[config.mk]
export PLATFORM = sky130hd
export DESIGN_NAME = seven_bit_serial_frame_packer_unit_flat
export DESIGN_NICKNAME = d
export VERILOG_FILES = /design/src/rtl/sbfp_pkg.sv /design/src/rtl/sbfp_in_if.sv /design/src/rtl/sbfp_out_if.sv /design/src/rtl/sbfp_pack.sv /design/src/rtl/seven_bit_serial_frame_packer_unit.sv /design/src/flat_wrapper.sv
export SDC_FILE = /design/constraint.sdc
export NUM_CORES = 1
export LEC_CHECK = 0
export BUFFER_PORTS_ARGS = -buffer_cell sky130_fd_sc_hd__buf_2
export CAP_MARGIN = 20
export CORE_ASPECT_RATIO = 0.5
export CORE_UTILIZATION = 46
export CTS_BUF_LIST = sky130_fd_sc_hd__clkbuf_4 sky130_fd_sc_hd__clkbuf_8 sky130_fd_sc_hd__clkbuf_16
export CTS_CLUSTER_DIAMETER = 80
export DETAILED_ROUTE_END_ITERATION = 10
export GPL_TIMING_DRIVEN = 0
export PLACE_DENSITY = 0.69
export SYNTH_ARGS = -nofsm -noshare
export SYNTH_HDL_FRONTEND = slang
export SYNTH_SLANG_ARGS = --single-unit
[constraint.sdc]
create_clock -name clk_i -period 4 [get_ports clk_i]
set_input_delay 0.2 -clock clk_i [delete_from_list [all_inputs] [get_ports clk_i]]
set_output_delay 0.2 -clock clk_i [all_outputs]
set_load 0.01 [all_outputs]
[src/rtl/sbfp_pkg.sv]
// ----------------------------------------------------------------------------
// sbfp_pkg
// Shared types, constants and helpers of the seven-bit serial frame packer.
// ----------------------------------------------------------------------------
`default_nettype none

package sbfp_pkg;

  // framing markers and data flag
  localparam logic [7:0] MarkOpen  = 8'h00;
  localparam logic [7:0] MarkClose = 8'h02;
  localparam logic       DataFlag  = 1'b1;

  // bits carried by one data byte on the link
  localparam int unsigned GroupBits = 7;

  // most results one input item can cause
  localparam int unsigned MaxRes = 3;
  localparam int unsigned ResCntW = $clog2(MaxRes + 1);

  // input commands
  typedef enum logic {
    CMD_DATA = 1'b0,
    CMD_END  = 1'b1
  } sbfp_cmd_e;

  // packer state carried between items
  typedef struct packed {
    logic [GroupBits-1:0] bits;
    logic [2:0]           count;
    logic                 frame_open;
  } sbfp_state_t;

  // one result item
  typedef struct packed {
    logic [7:0] out_byte;
    logic       frame_last;
  } sbfp_res_t;

  typedef sbfp_res_t [MaxRes-1:0] sbfp_res_arr_t;

  // mask with the k lowest bits set, k in 0..7
  function automatic logic [GroupBits-1:0] low_mask(input logic [2:0] k);
    logic [GroupBits:0] m;
    m = (8'(1) << k) - 8'(1);
    return m[GroupBits-1:0];
  endfunction

  // 7-bit group as a link data byte
  function automatic sbfp_res_t data_group(input logic [GroupBits-1:0] g);
    sbfp_res_t r;
    r.out_byte   = {g, DataFlag};
    r.frame_last = 1'b0;
    return r;
  endfunction

endpackage

`default_nettype wire

[src/rtl/sbfp_in_if.sv]
// ----------------------------------------------------------------------------
// sbfp_in_if
// Input channel of the frame packer: command and payload byte.
// ----------------------------------------------------------------------------
`default_nettype none

interface sbfp_in_if;
  logic       valid;
  logic       ready;
  logic       cmd;
  logic [7:0] data_byte;

  modport source (output valid, output cmd, output data_byte, input ready);
  modport sink   (input valid, input cmd, input data_byte, output ready);
endinterface

`default_nettype wire

[src/rtl/sbfp_out_if.sv]
// ----------------------------------------------------------------------------
// sbfp_out_if
// Output channel of the frame packer: framed link byte and last flag.
// ----------------------------------------------------------------------------
`default_nettype none

interface sbfp_out_if;
  logic       valid;
  logic       ready;
  logic [7:0] out_byte;
  logic       frame_last;

  modport source (output valid, output out_byte, output frame_last, input ready);
  modport sink   (input valid, input out_byte, input frame_last, output ready);
endinterface

`default_nettype wire

[src/rtl/sbfp_pack.sv]
// ----------------------------------------------------------------------------
// sbfp_pack
// Packing step: turns one command and the current state into up to three
// link bytes and the next state.
// ----------------------------------------------------------------------------
`default_nettype none

module sbfp_pack
  import sbfp_pkg::*;
(
  input  logic                cmd_i,
  input  logic [7:0]          data_byte_i,
  input  sbfp_state_t         state_i,
  output sbfp_state_t         state_o,
  output sbfp_res_arr_t       res_o,
  output logic [ResCntW-1:0]  res_cnt_o
);

  logic [2:0]              cnt;
  logic [2:0]              rem;
  logic [GroupBits-1:0]    kept;
  logic [GroupBits+7:0]    acc;
  logic [GroupBits-1:0]    first_grp;
  logic [GroupBits-1:0]    tail_grp;
  logic [GroupBits-1:0]    pad_grp;

  // datapath for both commands
  always_comb begin
    cnt       = (state_i.count >= 3'(GroupBits)) ? 3'd0 : state_i.count;
    rem       = cnt + 3'd1;
    kept      = state_i.bits & low_mask(cnt);
    acc       = {kept, data_byte_i};
    first_grp = GroupBits'(acc >> rem);
    tail_grp  = acc[GroupBits-1:0] & low_mask(rem);
    pad_grp   = GroupBits'(kept << (3'(GroupBits) - cnt));
  end

  // result list and next state
  always_comb begin
    res_o     = '0;
    res_cnt_o = '0;
    state_o   = state_i;

    // opening marker ahead of the first output of a frame
    if (!state_i.frame_open) begin
      res_o[res_cnt_o] = '{out_byte: MarkOpen, frame_last: 1'b0};
      res_cnt_o        = res_cnt_o + ResCntW'(1);
      state_o.frame_open = 1'b1;
    end

    case (sbfp_cmd_e'(cmd_i))
      CMD_DATA: begin
        res_o[res_cnt_o] = data_group(first_grp);
        res_cnt_o        = res_cnt_o + ResCntW'(1);
        if (rem == 3'(GroupBits)) begin
          // a whole second group is left over
          res_o[res_cnt_o] = data_group(tail_grp);
          res_cnt_o        = res_cnt_o + ResCntW'(1);
          state_o.bits     = '0;
          state_o.count    = '0;
        end else begin
          state_o.bits  = tail_grp;
          state_o.count = rem;
        end
      end
      CMD_END: begin
        // flush leftover bits, zero padded at the low end
        if (cnt != 3'd0) begin
          res_o[res_cnt_o] = data_group(pad_grp);
          res_cnt_o        = res_cnt_o + ResCntW'(1);
        end
        res_o[res_cnt_o] = '{out_byte: MarkClose, frame_last: 1'b1};
        res_cnt_o        = res_cnt_o + ResCntW'(1);
        state_o          = '0;
      end
      default: begin
        state_o = state_i;
      end
    endcase
  end

endmodule

`default_nettype wire

[src/rtl/seven_bit_serial_frame_packer_unit.sv]
// ----------------------------------------------------------------------------
// seven_bit_serial_frame_packer_unit
// Frames a byte stream for a serial link: 7-bit groups with a set low bit,
// opened by marker 0x00 and closed by marker 0x02.
// ----------------------------------------------------------------------------
//
//  channel  dir  handshake      payload
//  -------  ---  -------------  ----------------------------
//  in_i     in   valid / ready  cmd (1), data_byte (8)
//  out_o    out  valid / ready  out_byte (8), frame_last (1)
//
// An item is taken into an input register, packed in one pass into a result
// buffer of up to three bytes, and that buffer drains one byte per cycle while
// out_o is ready. An item yields 1 to 3 link bytes (1 for a typical data
// byte mid-frame). An input transfer passes through the input register and
// then the result buffer on its way to the output.
// The input register takes a new item while the buffer still drains.
// Reset clears the packing state and all valid flags; no clearing pass.
// ----------------------------------------------------------------------------
`default_nettype none

module seven_bit_serial_frame_packer_unit
  import sbfp_pkg::*;
(
  input  logic        clk_i,
  input  logic        rst_ni,
  sbfp_in_if.sink     in_i,
  sbfp_out_if.source  out_o
);

  logic                 in_vld_q;
  logic                 in_cmd_q;
  logic [7:0]           in_byte_q;
  sbfp_state_t          st_q;
  sbfp_state_t          st_d;
  sbfp_res_arr_t        res_q;
  sbfp_res_arr_t        res_d;
  logic [ResCntW-1:0]   res_n_q;
  logic [ResCntW-1:0]   res_n_d;
  logic                 out_take;
  logic                 load;
  logic                 in_take;

  // packing step between input register and result buffer
  sbfp_pack u_pack (
    .cmd_i       (in_cmd_q),
    .data_byte_i (in_byte_q),
    .state_i     (st_q),
    .state_o     (st_d),
    .res_o       (res_d),
    .res_cnt_o   (res_n_d)
  );

  // handshake control
  assign out_take   = (res_n_q != '0) && out_o.ready;
  assign load       = in_vld_q &&
                      ((res_n_q == '0) || ((res_n_q == ResCntW'(1)) && out_o.ready));
  assign in_i.ready = !in_vld_q || load;
  assign in_take    = in_i.valid && in_i.ready;

  // output side
  assign out_o.valid      = (res_n_q != '0);
  assign out_o.out_byte   = res_q[0].out_byte;
  assign out_o.frame_last = res_q[0].frame_last;

  // control registers
  always_ff @(posedge clk_i or negedge rst_ni) begin
    if (!rst_ni) begin
      in_vld_q <= 1'b0;
      res_n_q  <= '0;
      st_q     <= '0;
    end else begin
      if (in_take) begin
        in_vld_q <= 1'b1;
      end else if (load) begin
        in_vld_q <= 1'b0;
      end
      if (load) begin
        res_n_q <= res_n_d;
        st_q    <= st_d;
      end else if (out_take) begin
        res_n_q <= res_n_q - ResCntW'(1);
      end
    end
  end

  // input payload register
  always_ff @(posedge clk_i) begin
    if (in_take) begin
      in_cmd_q  <= in_i.cmd;
      in_byte_q <= in_i.data_byte;
    end
  end

  // result buffer, head at slot zero
  always_ff @(posedge clk_i) begin
    if (load) begin
      res_q <= res_d;
    end else if (out_take) begin
      for (int i = 0; i < int'(MaxRes) - 1; i++) begin
        res_q[i] <= res_q[i+1];
      end
    end
  end

  // ---------------------------------------------------------------------------
  // assertions
  // ---------------------------------------------------------------------------

  // buffer never holds more than one item's results
  a_res_bound: assert property (@(posedge clk_i) disable iff (!rst_ni)
    res_n_q <= ResCntW'(MaxRes))
    else $error("result buffer count out of range");

  // leftover count stays below one group
  a_cnt_bound: assert property (@(posedge clk_i) disable iff (!rst_ni)
    st_q.count < 3'(GroupBits))
    else $error("leftover count reached a full group");

  // anything but a marker is a data byte with its flag bit set
  a_data_flag: assert property (@(posedge clk_i) disable iff (!rst_ni)
    out_o.valid && (out_o.out_byte != MarkOpen) && (out_o.out_byte != MarkClose)
    |-> out_o.out_byte[0] == DataFlag)
    else $error("data byte without flag bit");

  // last flag only on the closing marker
  a_last_mark: assert property (@(posedge clk_i) disable iff (!rst_ni)
    out_o.valid && out_o.frame_last |-> out_o.out_byte == MarkClose)
    else $error("frame_last on a byte other than the closing marker");

  // a closing marker leaves the packer with no frame open
  a_close_state: assert property (@(posedge clk_i) disable iff (!rst_ni)
    load && (in_cmd_q == CMD_END) |=> !st_q.frame_open && (st_q.count == 3'd0))
    else $error("state not cleared after end of frame");

  // an empty input register always takes a transfer
  a_in_ready: assert property (@(posedge clk_i) disable iff (!rst_ni)
    !in_vld_q |-> in_i.ready)
    else $error("input stalled with empty input register");

endmodule

`default_nettype wire
[src/flat_wrapper.sv]
// flat-port wrapper written by rule: the top's interface ports become plain ports
module seven_bit_serial_frame_packer_unit_flat import sbfp_pkg::*;
  (clk_i, rst_ni, in_i_valid, in_i_cmd, in_i_data_byte, in_i_ready, out_o_valid, out_o_out_byte, out_o_frame_last, out_o_ready);
  sbfp_in_if in_i_i ();
  sbfp_out_if out_o_i ();
  input  logic clk_i;
  input  logic rst_ni;
  input wire logic [$bits(in_i_i.valid)-1:0] in_i_valid;
  input wire logic [$bits(in_i_i.cmd)-1:0] in_i_cmd;
  input wire logic [$bits(in_i_i.data_byte)-1:0] in_i_data_byte;
  output wire logic [$bits(in_i_i.ready)-1:0] in_i_ready;
  output wire logic [$bits(out_o_i.valid)-1:0] out_o_valid;
  output wire logic [$bits(out_o_i.out_byte)-1:0] out_o_out_byte;
  output wire logic [$bits(out_o_i.frame_last)-1:0] out_o_frame_last;
  input wire logic [$bits(out_o_i.ready)-1:0] out_o_ready;
  assign in_i_i.valid = in_i_valid;
  assign in_i_i.cmd = in_i_cmd;
  assign in_i_i.data_byte = in_i_data_byte;
  assign in_i_ready = in_i_i.ready;
  assign out_o_valid = out_o_i.valid;
  assign out_o_out_byte = out_o_i.out_byte;
  assign out_o_frame_last = out_o_i.frame_last;
  assign out_o_i.ready = out_o_ready;
  seven_bit_serial_frame_packer_unit u_core (.clk_i(clk_i), .rst_ni(rst_ni), .in_i(in_i_i), .out_o(out_o_i));
endmodule
==> run_results.csv <==
group,metric,value,unit
sta,rsz0062_at_grt,"false",
finish,syn2layout_area_growth,13.2,%
global_route,grt_antenna_before_repair,0,
clock_network,cts-root-buf,"clkbuf_16",
global_route,grt_start_max_net_pins,22,
critical_path,critical_path.max_stage_delay,0.47,ns
clock_network,tritoncts_clock_tree,"yes",
clock_network,number_of_buffers_inserted_during_clock_tree_synthesis,5,
global_route,globalRoute.totalOverflow,0,
clock_network,number_of_sinks_on_the_clock_net,49,
synthesis,postSynth.asyncResetShare,26.5,%
route,vias_cell,6.42,
global_route,global_route_wire_length_before_repair,15600,um
pwr,power_spent_charging_and_discharging_nets,0.00155,W
critical_path,worstPathArrival,3.87,ns
synthesis,ys_warn_count,0,
min_path,hp-class,"input pin to register",
placement,place_ws,0.176,ns
sta,setup_ws,0.266,ns
pwr,peakVddDrop,0.000423,V
critical_path,worst_setup_path_end_kind,"register",
floorplan,die_area,7780,sq um
finish,most-common-layout-cells,"nand2_1 (41), edfxtp_1 (36), buf_2 (35), o21ai_0 (20), a21oi_1 (18)",
sta,fmaxAchievable,268,MHz
floorplan,ios,24,
sta,final.setup.tns,0,ns
finish,post-route-cell-area,3860,sq um
floorplan,core.rowCount,21,
synthesis,post_synth_inst_count,355,
pwr,total_power,0.00345,W
synthesis,combined_area_of_all_synthesized_cells,3410,sq um
synthesis,synth_largest_type_area_fraction,31.7,%
clock_network,cts_max_path_buffers,2,
sta,max_slew_violation_count,0,
finish,drive_above_1_share,18.6,%
sta,final-setup-viol-count,0,
pwr,cell_internal_pwr,0.00189,W
critical_path,critical-path-top-cell-by-count,"buf_2",
global_route,first_global_vias,2765,
route,ant_nets,0,
sta,finalCriticalPeriod,3.73,ns
critical_path,worst_ep_required_time,4.13,ns
critical_path,slowest_stage,"nor4bb_2",
route,dr_total_vias,3077,
pwr,power.leakage,1.57,nW
synthesis,synth_edf_count,36,
route,first_iter_violations,364,
sta,finalHoldViolCount,0,
placement,port_buffers,23,
pwr,p_per_area,893,nW/um^2
synthesis,post_synth.cell_area_avg,9.60,sq um
critical_path,worst_setup_start_kind,"register",
route,drt-pass1-iter-count,5,
outcome,outcome,"complete, no violations",
clock_network,worst_skew_pair.late_latency,0.30,ns
placement,globalplace.congestion,0.984,
global_route,grt.total_usage,27.6,%
finish,antenna-diode-count,0,
synthesis,ys_seq_elements,49,
route,detail_route.wl_per_cell,20.8,um
finish,mostFrequentLayoutCell,"nand2_1",
finish,final_core_util,55.9,%
synthesis,synthTopCellsByArea,"edfxtp_1 (32%), dfrtp_1 (9.5%), ha_1 (5.5%)",
route,drc_errors,0,
floorplan,initial_utilization,49.3,%
placement,total_cell_area_at_the_placement_stage,3640,sq um
clock_network,cts_clk_pin_slew_worst_paths,0.07,ns
sta,finalClockSkew,0.00760,ns
floorplan,floorplan.core_area,6910,sq um
floorplan,die_height,62.9,um
synthesis,post-synth-top-area-cell,"edfxtp_1",
synthesis,synthesized_net_count,383,
sta,final_worst_path_cycle_share,93.3,%
critical_path,cp_max_fo,10,
finish,design.final.nets,414,
synthesis,synth.yosys.seq_area_share,41.2,%
floorplan,chipWidth,124,um
placement,hpwl,7380,um
synthesis,synth_cell_types,68,
route,wl,9970,um
job,maxCapViolCount,0,
pwr,p_comb_share,56.0,%
sta,relSlewSlack,58.4,%
clock_network,cts_setup_buffers,0,
critical_path,crit_path_cell_trace,"buf_2 -> buf_2 -> a21oi_2 -> inv_1 -> ha_1 -> buf_2 -> nand2_2 -> ha_1 -> nor4bb_2 -> a211oi_1 -> a32oi_1 -> a221oi_2 -> o31ai_1",
sta,tightest_pin_transition,0.625,ns
synthesis,most_used_flip_flop_cell_after_synthesis,"edfxtp_1",
clock_network,htreeDepth,2,
pwr,p_clk_share,16.3,%
critical_path,timing_worst_setup_path_type,"register to register",
pwr,switching_share,45.1,%
pwr,seqPwrFrac,27.7,%
-- cell families after synthesis --
logic type | synth area share, %
muxes | 4.04
xor gates and xnor gates | 0.771
AOI/OAI and AO/OA | 21.1
buffers and inverters | 7.74
adders and majority gates | 5.50
DFF | 41.2
and+or+nand+nor | 19.6
-- synthesized netlist by cell type (3+ instances only) --
library cell / n
edfxtp_1: 36
o31ai_1: 7
clkbuf_1: 7
nor3_1: 9
buf_2: 12
o211ai_1: 3
nor2_1: 13
nand2b_1: 7
a22oi_1: 3
o21ai_0: 20
a32o_1: 3
and3b_1: 3
dfrtp_1: 13
buf_4: 9
nand2_1: 41
a32oi_1: 5
mux2i_1: 7
inv_1: 14
nand4_1: 4
nand3b_1: 4
a31oi_1: 7
a221oi_1: 5
o21a_1: 4
buf_6: 3
nand3_1: 6
o22ai_1: 4
a21oi_1: 19
nor2b_1: 11
ha_1: 15
and2_1: 4
or3_1: 3
and3_1: 4
-- path summary, 6_finish.rpt --
check	slack (ns)	cells past startpoint	to	from
max	0.27	13	u_core.res_q[17]$_DFFE_PP_	u_core.st_q[1]$_DFFE_PN0P_
max in group asynchronous	3.41	2	u_core.st_q[5]$_DFFE_PN0P_	rst_ni
min in group asynchronous	0.33	2	u_core.st_q[2]$_DFFE_PN0P_	rst_ni
min reg2reg	0.51	1	u_core.res_n_q[1]$_DFFE_PN0P_	u_core.res_n_q[1]$_DFFE_PN0P_
min	0.08	1	u_core.in_byte_q[1]$_DFFE_PP_	in_i_data_byte[1]
max reg2reg	0.27	13	u_core.res_q[17]$_DFFE_PP_	u_core.st_q[1]$_DFFE_PN0P_
-- critical path, delay by kind of cell, from the launching register on --
family | cells | cell delay [ns]
compound gates | 5 | 0.98
fa+ha+maj | 2 | 0.63
buf+inv | 4 | 0.95
flops | 1 | 0.37
simple gates | 2 | 0.63
-- metrics by stage --
stage | hold WS, ns | cells
3_5_place_dp | 0.121 | 470
4_1_cts | 0.0699 | 479
2_1_floorplan | -0.0956 | 355
6_report | 0.0754 | 479
3_3_place_gp | 0.123 | 470
5_1_grt | 0.0701 | 479
-- registers in the layout, summed over array words and instances (netlist names) --
register and cells:
u_core.st_q 10, u_core.in_byte_q 8, u_core.res_q 18, u_core.res_n_q 2, u_core.out_o.out_byte 8, u_core.in_cmd_q 1
u_core.out_o.frame_last 1, u_core.in_vld_q 1
-- final cells by class --
class | instances | area [sq um]
repair buffers | 24 | 125
flip-flops and latches | 49 | 1410
plain buffers | 32 | 191
clock buffers | 5 | 125
fillers | 611 | 3050
well taps | 92 | 115
clock inverters | 3 | 68.8
multi-input cells | 256 | 1760
inverters | 18 | 72.6
-- timing repair --
action / CTS / global route
endpoints found under the setup margin: 0 / 4
hold buffers: 1 / 0
endpoints found under the hold margin: 13 / 0
resized for setup: 0 / 3
-- power by group through the flow --
stage,combinational [W],sequential (W),clock [W]
after detailed placement,0.00186,0.000960,0
after CTS,0.00187,0.000950,0.000568
after global routing,0.00209,0.000974,0.000587
final,0.00193,0.000955,0.000562
after floorplan,0.00137,0.000913,0
after global placement,0.00183,0.000950,0
-- per-layer routing --
metal | GRT usage, % | up-vias | share of wire (%)
met1 | 43.3 | 1490 | 47
met2 | 36.7 | 186 | 41
li1 | - | 1384 | -
met3 | 6.39 | 17 | 10
met5 | 0 | - | 0
met4 | 8.13 | 0 | 1.4
Power figures use the tool's default switching activity.
